<file path="config.mk">
export PLATFORM = sky130hd
export DESIGN_NAME = ccrs_mul
export DESIGN_NICKNAME = d
export VERILOG_FILES = /design/src/rtl/ccrs_mul.sv
export SDC_FILE = /design/constraint.sdc
export NUM_CORES = 2
export LEC_CHECK = 0
export ABC_AREA = 1
export BUFFER_PORTS_ARGS = -buffer_cell sky130_fd_sc_hd__buf_2
export CORE_UTILIZATION = 61
export CTS_CLUSTER_DIAMETER = 30
export DETAILED_ROUTE_END_ITERATION = 16
export PLACE_DENSITY = 0.78
export SLEW_MARGIN = 0
export SYNTH_ARGS = -nofsm -noshare
export SYNTH_HDL_FRONTEND = slang
export SYNTH_SLANG_ARGS = --single-unit
export TNS_END_PERCENT = 50
</file>
<file path="constraint.sdc">
create_clock -name clk -period 9.8 [get_ports clk]
set_clock_uncertainty 0.1 [all_clocks]
set_input_delay 1.96 -clock clk [delete_from_list [all_inputs] [get_ports clk]]
set_output_delay 1.96 -clock clk [all_outputs]
set_load 0.01 [all_outputs]
</file>
<file path="src/rtl/ccrs_mul.sv">
`timescale 1ns / 1ps
`default_nettype none
// ----------------------------------------------------------------------------
// ccrs_mul: shared registered multiplier
// One signed 33x33 product per cycle, result registered.
// ----------------------------------------------------------------------------
module ccrs_mul (
  input  wire logic               clk,
  input  wire logic signed [32:0] a,
  input  wire logic signed [32:0] b,
  output logic signed [65:0]      p
);
  always_ff @(posedge clk) begin
    p <= a * b;
  end
endmodule : ccrs_mul
`default_nettype wire

</file>
-- Word level (Yosys, flattened, before mapping)
Index checks and enable logic that the tools add are counted.
- multipliers: 1
- operator list (operator ; count):
    $mul 33x33->66 ; 1
- input bits: 67
- register bits: 66
- output and inout port bits: 66
- word-level logic and storage cells: 2

-- Longest topological paths before layout
- word-level depth: 1
- mapped depth: 34

-- Least setup slack after synthesis
OpenSTA, ideal clock, no wires.
- path type: input to register
- start point: input a[32]
- end point: register p[60]
- stages on the path: 23
- setup slack: 0.984 ns
- data required time: 9.587 ns
- data arrival time: 8.603 ns
- buffers on the path: 2
- cell sequence: clkbuf_1 clkbuf_1 nand2_1 inv_1 fa_1 fa_1 fa_1 fa_1 inv_1 fa_1 fa_1 fa_1 fa_1 inv_1 ha_1 nand2_1 nor2_1 inv_1 nor3_1 nand2_1 and2_0 nand4_1 nand2_1
- word-level cells in the longest chain between the ends: 1
- ends and longest elaborated chain (what ; RTL line ; RTL):
    start, declared ; 9 ; input wire logic signed [32:0] a,
    $mul 33x33->66 ; 14 ; p <= a * b;
    end signal, assigned ; 14 ;
    end, declared ; 11 ; output logic signed [65:0] p
No other way between the ends.

-- Final worst setup path
- start point: input b[10]
- end point: register p[57]
- word-level cells in the longest chain between the ends: 1
- ends and longest elaborated chain (what ; RTL line ; RTL):
    start, declared ; 10 ; input wire logic signed [32:0] b,
    $mul 33x33->66 ; 14 ;
No other way between the ends.

==> metrics <==
I/O Buffers=132; Highest Clock Rate=0.1095 GHz; max reg flops=66; main combinational cell family by area after synthesis=adder cells; largest net degree at the start of global routing=34; area grow syn2layout=3.709%; row cnt=97; clk root buf=clkbuf_16; post-synth top area share=0.5309; xor-xnor portion of the synthesized cell area=0.008317; CP Cell Sequence=buf_2, nand2_1, fa_1, fa_1, fa_1, inv_1, fa_1, fa_1, fa_1, fa_1, inv_1, fa_1, inv_1, ha_1, nand2_1, nor2_1, nand3_1, nor2_1, o21ai_0, nand3_1, nand2_1, nand2_1; vias in the first global route=36.50k; syn_nets=6972; Initial Util=0.6165; Routed WL=113000 microns; clock buffer depth=2; clk sinks=66; Storage cell area=1321 sq um; Synth Instances=5543; core area=70030 sq um; detailed-route via count=33.14k; clock slew at reported path FFs=0.07 ns; WP data arrival=9.33 ns; vias per cell=5.154; most frequent CP cell=fa_1; routed len/inst=17.58 microns; adder-cell area share of the yosys netlist=0.5938; crit-path max FO=33; part of the cycle the worst path needs=0.9318; CTS Hold Bufs=0; GP Congestion=1.004; Final nets=6912; worst slew pin tran=1.092 ns; most frequent cells in the layout=1894 x inv_1, 1517 x nand2_1, 1145 x fa_1; Tmin final=9.131 ns; Max-Cap Viols=0; worst min path class=in2reg; Yosys top cell by area=fa_1; CP Launch Type=input port; most common cell after layout, fill and taps aside=inv_1; Fin. Hold Viols=0; critical path class=in2reg; CP max stage delay=0.74 ns; CTS tree=done; mean area per synthesized cell=7.789 sq um; biggest regs=p: 66 flops; Filler cells=6055; RSZ-0062 raised after global routing=no; Placed Cells=6412; # setup viols final=0; Worst setup startpoint=b[10]; Worst Setup End Kind=register; sequential fraction of the synthesis area=0.03060; Num CTS Buffers=9; Synth Area in Simple Gates=0.1659; I/O pin total=133; Die Height=268.0 microns; Critical Path RT=10.00 ns; post-CTS sizing=0; 1st-iter DRT viols=2254; outcome=finished clean; Post-CTS Setup Inserts=0; Slew Limit Headroom=0.2697; die area=71850 sq um; DRC viols=0; total gr overflow=0; layout cells sized above 1=0.04902; first-pass GRT wire length=188600 microns; first drt pass iteration count=7; setup_tns=0 ns; Netlist Area Pre-Place=43170 sq um; Synth Area in Compound Gates=0.01377; top cells by area, synth=fa_1 53%, inv_1 16%, nand2_1 13%; post-synthesis cell type count=35; Worst path slowest cell=fa_1; mux cell area share after synthesis=0; initial antenna violation count=3; Hold Path Origin=b[0]; H-tree depth=3; worst hold path depth=4; hold path endpoint=p[0]$_DFF_P_; register bit count reported by yosys=66; Finished Layout Cells=6431; Bufs and invs on worst path=4; Most flops, register=p; Final Slew Violations=0; Yosys warnings=0; die extent in x=268.0 microns; HPWL Detailed=98550 microns; multi-input combinational cell area=33750 sq um; GR Util All Layers=0.3395; Routed Antenna Nets=0; delay-heaviest family, CP=adder cells
## tightest hold or removal path, cell delays in order
cell     delay (ns)
buf_2          0.11
buf_4          0.24
nand2_1        0.10
inv_1          0.04
## cell type report
cell class / instances / area share
Multi-Input combinational cell: 3319 / 0.7538
Sequential cell: 66 / 0.02951
Tap cell: 940 / 0.02627
Inverter: 1895 / 0.1589
Timing Repair Buffer: 192 / 0.02509
Clock inverter: 6 / 0.0009501
Clock buffer: 10 / 0.005337
Antenna cell: 3 / 0.0001677
## worst max-delay path by stage
| stage | endpoint | slack (ns) | cells past startpoint |
|---|---|---|---|
| finish | p[57]$_DFF_P_ | 0.67 | 22 |
| global route | p[57]$_DFF_P_ | 0.30 | 22 |
| CTS | p[57]$_DFF_P_ | 0.71 | 21 |
| detailed placement | p[57]$_DFF_P_ | 0.38 | 21 |
| global placement | p[57]$_DFF_P_ | 0.39 | 21 |
| floorplan | p[60]$_DFF_P_ | 0.98 | 23 |
## routing by layer
layer	track usage	vias up	share of wire
met5	0	-	0.00020
met4	0.1467	4	0.050
met3	0.04252	366	0.069
met2	0.6037	1405	0.51
met1	0.4153	16510	0.37
li1	-	14860	-
## cells by family (layout without fill, tap and decap cells)
kind of cell | after synthesis | in the layout
other cells | 0 | 3
compound gates | 106 | 106
xor+xnor | 41 | 41
fa+ha+maj | 1362 | 1362
simple gates | 1810 | 1810
flops | 66 | 66
buf+inv | 2158 | 2103
## metrics by stage
step	util	hold slack, ns	area (sq um)	setup slack (ns)
after floorplan	-	2.124	43170	0.9842
after global placement	0.6353	2.253	44490	0.3878
after detailed placement	0.6353	2.251	44490	0.3810
after CTS	0.6393	2.037	44770	0.7146
after global routing	0.6393	2.061	44770	0.3043
final	0.6394	2.051	44780	0.6688
## cell usage after synthesis (all sizes together)
library cell and instances:
a21o 2, xor2 37, xnor2 4, fa 1145, nand4 19, buf 1
a21oi 65, nand2 1534, nor2 154, nand3 78, inv 1895, dfxtp 66
o21a 1, o21ai 23, nand3b 3, a21boi 1, and2 3, nor4 5
clkbuf 262, ha 217, nor3 8, o21bai 14, or2 6
Power is left out: the tool's default activity adds up to more than one toggle a clock period on the data nets, which glitch-free logic cannot reach.
