==> config.mk <==
export PLATFORM = sky130hd
export DESIGN_NAME = ccrs_div
export DESIGN_NICKNAME = d
export VERILOG_FILES = /design/src/rtl/ccrs_div.sv
export SDC_FILE = /design/constraint.sdc
export NUM_CORES = 1
export LEC_CHECK = 0
export BUFFER_PORTS_ARGS = -buffer_cell sky130_fd_sc_hd__buf_2
export CAP_MARGIN = 10
export CORE_ASPECT_RATIO = 0.6
export CORE_MARGIN = 5
export CORE_UTILIZATION = 58
export CTS_CLUSTER_DIAMETER = 120
export DETAILED_ROUTE_END_ITERATION = 7
export PLACE_DENSITY = 0.89
export SETUP_SLACK_MARGIN = 0.4
export SLEW_MARGIN = 40
export SYNTH_ARGS = -nofsm -noshare
export SYNTH_HDL_FRONTEND = slang
export SYNTH_SLANG_ARGS = --single-unit
==> constraint.sdc <==
create_clock -name clk -period 7.04 [get_ports clk]
set_input_delay 0.704 -clock clk [delete_from_list [all_inputs] [get_ports clk]]
set_output_delay 0.704 -clock clk [all_outputs]
set_load 0.02 [all_outputs]
==> src/rtl/ccrs_div.sv <==
`timescale 1ns / 1ps
`default_nettype none
// ----------------------------------------------------------------------------
// ccrs_div: restoring remainder unit
// Computes num mod den, one quotient bit per cycle.
// ----------------------------------------------------------------------------
module ccrs_div #(
  parameter int NumW = 32,
  parameter int DenW = 7
) (
  input  wire logic            clk,
  input  wire logic            rst,
  input  wire logic            start,
  input  wire logic [NumW-1:0] num,
  input  wire logic [DenW-1:0] den,
  output logic                 done,
  output logic [DenW-1:0]      rem
);
  localparam int CntW = $clog2(NumW + 1);

  logic [NumW-1:0] shreg;
  logic [DenW:0]   part;
  logic [CntW-1:0] cnt;
  logic            busy;
  logic [DenW:0]   trial;

  assign trial = {part[DenW-1:0], shreg[NumW-1]};

  always_ff @(posedge clk) begin
    if (rst) begin
      busy <= 1'b0;
      done <= 1'b0;
    end else begin
      done <= 1'b0;
      if (start) begin
        busy <= 1'b1;
        cnt  <= CntW'(NumW);
        shreg <= num;
        part <= '0;
      end else if (busy) begin
        shreg <= shreg << 1;
        if (trial >= {1'b0, den}) part <= trial - {1'b0, den};
        else                      part <= trial;
        cnt <= cnt - 1'b1;
        if (cnt == CntW'(1)) begin
          busy <= 1'b0;
          done <= 1'b1;
        end
      end
    end
  end

  assign rem = part[DenW-1:0];
endmodule : ccrs_div
`default_nettype wire

* Word-level counts from Yosys, hierarchy flattened
Cells that the tools add are included.
** Word-level totals
- Output and inout bits :: 8
- Register bits :: 47
** Cells by class
- $add $sub $neg :: 2
- Eq/ne operators :: 1
- Order comparisons :: 1
- Reduce and logical (&&, ||, !) cells :: 3
- Bitwise gates (word level) :: 2
- Multiplexer cells :: 9
** Operator list (number)
- 32-bit 2-to-1 mux :: 2
- 7-bit 2-to-1 mux :: 2
- 8-bit by 7-bit greater-or-equal comparator with 1-bit output :: 1
- 7-bit subtractor :: 1
- 6-bit by 1-bit equality test with 1-bit output (second input constant) :: 1
- 6-bit 2-to-1 mux :: 1
- 6-bit by 1-bit subtractor with 6-bit output (second input constant) :: 1
- 1-bit 2-to-1 mux :: 4
- 3-bit OR reduction :: 1
- 1-bit inverter :: 2
- 2-bit AND reduction :: 1
- 2-bit nonzero test :: 1

* Depth between registers and ports, before layout
Gate-level depths: netlist (run 1).
- Depth after elaboration :: 4
- Gate-level depth with buffers :: 9
- Mapped depth without buffers :: 9

* Worst setup path before layout (run 1)
Ideal clock, no wire load.
- Kind :: input port to flip-flop
- Start :: input start
- End :: register cnt[0] (enable)
- Cell stages on the path :: 3
- Setup slack :: 3.727 ns
- Arrival :: 2.864 ns
- Library setup time :: 0.449 ns
- Cells stage by stage :: buf_2 -> nor2_1 -> nor2_1
** On the way
- Cells in the longest elaborated chain, start to end :: 2
** RTL lines
- from (decl) :: line 13 : input wire logic start,
- 2-bit nonzero test (no source line)
- 2-bit AND reduction (no source line)
- to (signal assigned) :: line 37 : cnt <= CntW'(NumW);
- to (signal assigned) :: line 44 : cnt <= cnt - 1'b1;
- to (decl) :: line 23 : logic [CntW-1:0] cnt;
Every way passes these cells.
A chain may end at the register's enable or synchronous reset.

* Worst setup path after layout (run 1)
- Start :: input den[0]
- End :: register part[0], data pin
** On the way
- Cells in the longest elaborated chain, start to end :: 3
** RTL lines
- from (decl) :: line 15 : input wire logic [DenW-1:0] den,
- 7-bit subtractor / 8-bit by 7-bit greater-or-equal comparator with 1-bit output (equally long branches) :: line 42 : if (trial >= {1'b0, den}) part <= trial - {1'b0, den};
- 7-bit 2-to-1 mux * :: line 42
- 7-bit 2-to-1 mux * :: line 40 : end else if (busy) begin
- to (signal assigned) :: line 42
- to (signal assigned) :: line 43 : else part <= trial;
- to (decl) :: line 22 : logic [DenW:0] part;
Mark *: on every way between the ends. The rest lies on a longest branch, timed or not. The select of a mux whose other input is x is not followed.

==> reports/results.ini, run 1 <==
[drt]
drtPass1Iterations=4
drc=0
drt_iter0_drc=104
viasPerCell=5.444
vias=1595
drt-total-wl_mm=4.322
wl_per_cell_um=14.75
drtAntennaViolNets=0

[pwr]
swShare_pct=23.30
power.leakage_nw=1.122
vdd_drop_max_v=0.0001410
power_density_nw_per_um2=240.4
p_clk_share_pct=33.6
combPwrFrac_pct=17.0
p_sw_mw=0.1606
seqPwrFrac_pct=49.4
power_mw=0.6891
p_int_mw=0.5286

[synthesis]
synthTopCellsByArea=edfxtp_1, mux2_2, ha_1, nor2_1, inv_1
yosysTopAreaCell=edfxtp_1
syn_avg_cell_area_um2=13.34
synth.top_cell.area_share_pct=55.67
synth_seq_area_share_pct=57.32
syn_area_um2=2427
synthDistinctLibCells=39
synthCells=182
ys_warn_count=0
yosys_register_bits=47
syn_nets=234

[grt]
grt_pass1_wl_mm=6.844
grt_start_max_net_pins=48
grt_overflow=0
first_global_vias=1438
antenna_found_initial=0
grt_use_total_pct=16.49

[setup_path]
crit_type=input pin to flip-flop
path_cells=buf_2, ha_1, inv_1, fa_1, a21o_1, a21oi_4, a31oi_2, nor3_1, a211oi_2
cp_slowest_cell=fa_1
regToRegSetupSlack_ns=4.73
required_ns=7.07
r2r-start=shreg[31]
crit_path_start_kind=input pin
critPathMaxFanout=7
endpoint_kind=flip-flop
max_stage_delay_ns=0.40
rr_worst_depth=9
cp.arrival_ns=2.37
r2r-end=part[0]

[timing]
worstMarginPinSlew_ns=0.7071
skew_ns=0.008527
hold_viol=0
rsz0062_at_grt=false
min_period_ns=2.332
report.final.slew_viol_count=0
setup_viol=0
slew_headroom_pct=52.74
fmax_mhz=428.8
period_share_pct=33.12
setup_ws_ns=4.708
setup_tns_ns=0
holdWs_ns=0.4761

[die]
die_h_um=60.11
core_um2=4076
die_w_um=93.52
initial_core_util_pct=59.55
core.rowCount=18
dieArea_um2=5621
io_pins=50

[clock_network]
cts_resized=0
clkLatencyLatePin_ns=0.31
postCtsSetupRepairBufs=0
cts.sinks=47
cts_made_buffers=5
holdBufCountCts=0
cts_tree=built
htreeDepth=2
cts_root_buf=clkbuf_8
cts.clk_slew.worst_paths_ns=0.08
cts.path.max_buffers=2

[cells_and_area]
post-route-util_pct=70.32
drive_gt1_share_pct=41.20
design_area_um2=2867
area_growth_pct=18.09
nFillCells=285
nets=284
instances_no_fill=293
diodes=0

[placement]
dp_slack_ns=4.383
postPlaceCellArea_um2=2734
io_buffers=49
place_congestion=0.8222
dp.cells=285
dpl.hpwl_mm=3.053

[hold_path]
holdPathEnd=done
hold_start=busy
min_path_cells=1
hold_class=flip-flop to flip-flop

[status]
status=finished, final reports clean

[job]
max_cap_viol_count=0

[logic make-up (layout without fill, tap and decap cells)]
kind of cell    Yosys count  after routing  share of synthesized area [%]
xor+xnor                  5              5                          1.804
flops                    47             47                          57.32
buf+inv                  19             70                          3.144
fa+ha+maj                10             10                          5.464
mux                      33             33                          15.21
simple gates             39             39                          8.249
compound gates           29             29                          8.814
[power by group through the flow]
stage	registers [mW]	logic [mW]	clock network [mW]
after global routing	0.343	0.129	0.246
after CTS	0.341	0.117	0.234
after floorplan	0.350	0.0818	0
after global placement	0.346	0.113	0
after detailed placement	0.347	0.116	0
final	0.341	0.117	0.231
[synthesized netlist by cell type (all sizes together)]
library cell   n
nor2b          1
a31o           1
or2            1
nand3b         2
o311ai         1
o31a           1
nor3b          3
a31oi          3
nand3          6
clkbuf         3
ha             9
a21oi          9
xor2           1
buf            4
nor3           4
edfxtp        45
nand2b         1
nand4          1
a211oi         2
o21bai         1
mux2          31
fa             1
o21ai          6
mux2i          2
nand2          3
and3           1
nor2          13
o22ai          2
a21o           1
inv           12
xnor2          4
or3            1
and2           2
o21a           2
dfxtp          2
[worst max-delay path, delay by kind of cell]
family	cells	cell delay, ns
buffers and inverters	2	0.13
AO/OA/AOI/OAI	4	0.72
AND/OR/NAND/NOR	1	0.26
adder cells (fa/ha/maj)	2	0.55
[worst max-delay path by stage]
stage / start / endpoint / slack, ns / depth (start not counted)
after CTS: den[0] / part[0] / 4.72 / 9
after global placement: start / shreg[2] / 4.09 / 4
after floorplan: start / cnt[0] / 3.73 / 3
after global routing: start / shreg[30] / 4.59 / 4
final: den[0] / part[0] / 4.71 / 9
after detailed placement: start / shreg[29] / 4.38 / 4
[layout by cell type, fill, tap and decap left out, types with 2 or more instances in the layout]
master      n
buf_2      48
edfxtp_1   45
mux2_2     31
inv_1      12
nor2_1     12
ha_1        9
a21oi_1     8
nand3_1     6
o21ai_0     5
clkbuf_8    5
nor3_1      4
xnor2_1     4
nor3b_1     3
nand2_1     2
and2_1      2
o21a_1      2
nand3b_1    2
mux2i_1     2
a31oi_1     2
o22ai_1     2
a211oi_2    2
dfxtp_1     2
bufinv_16   2
buf_4       2
[flip-flops by register name (all words and copies together), names as in the netlist]
signal,flops
shreg,32
part,7
cnt,6
busy,1
done,1
[layer usage]
layer	up-vias	global-route usage [%]	share of wire (%)
met5	-	0	0
met3	8	5.912	7.2
li1	784	-	-
met4	0	8.768	1.7
met1	760	23.92	48
met2	43	21.34	43
[area by class of cell]
cell class | instances | area [um2] | area share (%)
clock buffers | 6 | 72.57 | 2.532
clock inverters | 2 | 60.06 | 2.095
inverters | 12 | 45.04 | 1.571
multi-input cells | 116 | 967.2 | 33.74
flip-flops and latches | 47 | 1391 | 48.54
well taps | 60 | 75.07 | 2.619
repair buffers | 50 | 255.2 | 8.904
Power figures use the tool's default switching activity.
==> inputs of run 2 (changes only) <==
Settings changed: ABC_AREA set to 1, CORE_UTILIZATION 58 to 49, PLACE_DENSITY 0.89 to 0.8.
Clock period 7.04 ns to 2.05 ns, I/O delays scaled along.
==> run 2 against run 1 <==
  * Critical endpoint unchanged
  * Sequential share of layout area down 2.8 points
  * Final area up 6.2%
  * Combinational power rose to 4.0 times the previous value
  * Register-to-register slack worse by 4.6 ns
  * Clock-buffer cell count unchanged
  * Critical path type is now flip-flop to flip-flop
  * Clock power up 120%
  * Die area up 18%
  * Critical path depth up 3
  * Setup slack worse by 4.6 ns
  * Wire length up 21%
  * Non-clock buffer count up 13
==> reports/results.ini, run 2 <==
[clock_network]
clkLatencyLatePin_ns=0.29  ; -0.02 ns
cts.path.max_buffers=2  ; unchanged
cts_tree=built
cts_root_buf=clkbuf_8
cts.clk_slew.worst_paths_ns=0.08  ; about the same
cts_made_buffers=5  ; unchanged
htreeDepth=2  ; unchanged
holdBufCountCts=0  ; unchanged
cts.sinks=47  ; unchanged

[timing]
rsz0062_at_grt=true
setup_viol=0  ; unchanged
fmax_mhz=520.6
slew_headroom_pct=74.21  ; +21 points
skew_ns=0.005630  ; -0.002897 ns
report.final.slew_viol_count=0  ; unchanged
period_share_pct=93.70
worstMarginPinSlew_ns=0.3868  ; -0.3203 ns
min_period_ns=1.921
setup_tns_ns=0  ; unchanged
hold_viol=0  ; unchanged

[synthesis]
syn_nets=336  ; +44%
synth_seq_area_share_pct=55.91  ; -1.4 points
syn_avg_cell_area_um2=8.763  ; -34%
ys_warn_count=0  ; unchanged
synth_ff_type=edfxtp_1
syn_area_um2=2489  ; +2.5%
async_reset_ff_share_pct=0  ; unchanged
synthDistinctLibCells=24  ; -38%
synthTopCellsByArea=edfxtp_1, nand2_1, ha_1, inv_1, nor2_1
synth.cells.most_frequent=nand2_1, edfxtp_1, inv_1, nor2_1, nand3_1
synth-edff-count=45  ; unchanged
synthCells=284  ; +56%
yosys_register_bits=47  ; unchanged
yosysMostFrequentCell=nand2_1
synth.top_cell.area_share_pct=54.30  ; -1.4 points
yosysTopAreaCell=edfxtp_1

[drt]
drt_iter0_drc=140  ; +35%
drc=0  ; unchanged
drtPass1Iterations=5  ; +1
vias=1987  ; +25%
drt-total-wl_mm=5.241  ; +21%
drtAntennaViolNets=0  ; unchanged
viasPerCell=4.823  ; -11%
wl_per_cell_um=12.72  ; -14%

[setup_path]
required_ns=2.11  ; -4.96 ns
crit_path_start_kind=flip-flop
crit_type=flip-flop to flip-flop
cp.arrival_ns=1.98  ; -0.39 ns
endpoint_kind=flip-flop
critPathMaxFanout=7  ; unchanged

[hold_path]
hold_class=input pin to flip-flop

[job]
max_cap_viol_count=0  ; unchanged

[cells_and_area]
final_common_cell=nand2_1
instances_no_fill=412  ; +41%
nets=397  ; +40%
final_cell_mix=nand2_1, buf_2, edfxtp_1, inv_1, nor2_1
largest_reg_flops=32  ; unchanged
area_growth_pct=22.32
nFillCells=436  ; +53%
largest-register=shreg
diodes=0  ; unchanged
drive_gt1_share_pct=26.59  ; -15 points
top_regs=shreg x32, part x7, cnt x6

[die]
core.rowCount=20  ; +2
io_pins=50  ; unchanged
die_h_um=65.20  ; +8.5%
dieArea_um2=6651  ; +18%
initial_core_util_pct=49.97  ; -9.6 points
die_w_um=102.0  ; +9.1%
core_um2=4980  ; +22%

[placement]
dpl.hpwl_mm=3.519  ; +15%
dp.cells=394  ; +38%
io_buffers=49  ; unchanged
place_congestion=0.8489  ; +3.2%

[grt]
antenna_found_initial=0  ; unchanged
first_global_vias=1840  ; +28%
grt_start_max_net_pins=41  ; -15%
grt_overflow=0  ; unchanged
grt_use_total_pct=16.41  ; -0.071 points
grt_pass1_wl_mm=8.500  ; +24%

[pwr]
vdd_drop_max_v=0.0003691  ; +160%
power_density_nw_per_um2=708.9  ; +190%
power.leakage_nw=1.476  ; +31%

[status]
status=finished, final reports clean

## run 2: path summary, 6_finish.rpt
| path | startpoint | to | slack [ns] | cells past startpoint |
|---|---|---|---|---|
| worst min register to register | busy | done | 0.50 | 2 |
| worst min-delay path | rst | done | 0.13 | 2 |
| worst max-delay path | shreg[31] | part[0] | 0.13 | 12 |
| worst max register to register | shreg[31] | part[0] | 0.13 | 12 |
## run 2: metrics by stage
step                utilization, %  setup slack, ns  area [um2]  power [mW]  hold slack [ns]
finish                       61.13           0.1291        3044       2.158           0.1320
detailed placement           56.73           0.1464        2825       1.603           0.4415
CTS                          59.95           0.1892        2985       2.135           0.1273
floorplan                        -           0.3308        2521       1.483           0.2821
global route                 61.13          0.05439        3044       2.286           0.1262
global placement             56.73           0.2451        2825       1.587           0.4425
## run 2: cell families (layout without fill, tap and decap cells)
group	after synthesis	in the layout	share of synthesized area, %
buffers and inverters	42	104	6.485
AOI/OAI and AO/OA	11	11	2.615
adders and majority gates	10	10	5.329
xor gates and xnor gates	3	3	1.056
and+or+nand+nor	171	171	28.61
DFF	47	47	55.91
## run 2: where the power goes
| part | switching [mW] | total, mW | internal, mW |
|---|---|---|---|
| Combinational | 0.283 | 0.469 | 0.186 |
| Clock | 0.285 | 0.518 | 0.233 |
| Sequential | 0.0321 | 1.17 | 1.14 |
| Total | 0.600 | 2.16 | 1.56 |
## run 2: area by class of cell
class	instances	area [um2]	area share, %
clock buffer	6	72.57	2.384
inverter	33	128.9	4.233
sequential	47	1391	45.70
clock inverter	2	7.507	0.2466
timing repair buffer	63	350.3	11.51
tap	66	82.58	2.713
multi-input combinational	195	1011	33.21
## run 2: per-layer routing
| metal | wire [um] | global-route usage [%] | share of wire (%) | vias up |
|---|---|---|---|---|
| met5 | 0 | 0 | 0 | - |
| met4 | 61 | 4.746 | 1.2 | 0 |
| met3 | 395 | 4.348 | 7.5 | 8 |
| met2 | 2343 | 23.95 | 45 | 63 |
| met1 | 2442 | 24.05 | 47 | 893 |
| li1 | - | - | - | 1023 |
## run 2: repair_timing
item,CTS,global route
gates resized for setup,5,9
endpoints found under the setup margin,7,7
setup buffers,8,2
pin swaps,0,6
## run 2: worst max-delay path: stages, from the launching register on
cell	delay [ns]
edfxtp_1	0.40
inv_2	0.10
ha_4	0.14
inv_4	0.04
fa_2	0.40
nand2_2	0.07
nand2_2	0.07
nand2_4	0.07
nand2_4	0.08
nand2_8	0.10
nand3_1	0.08
nand2_1	0.08
nor2_1	0.04
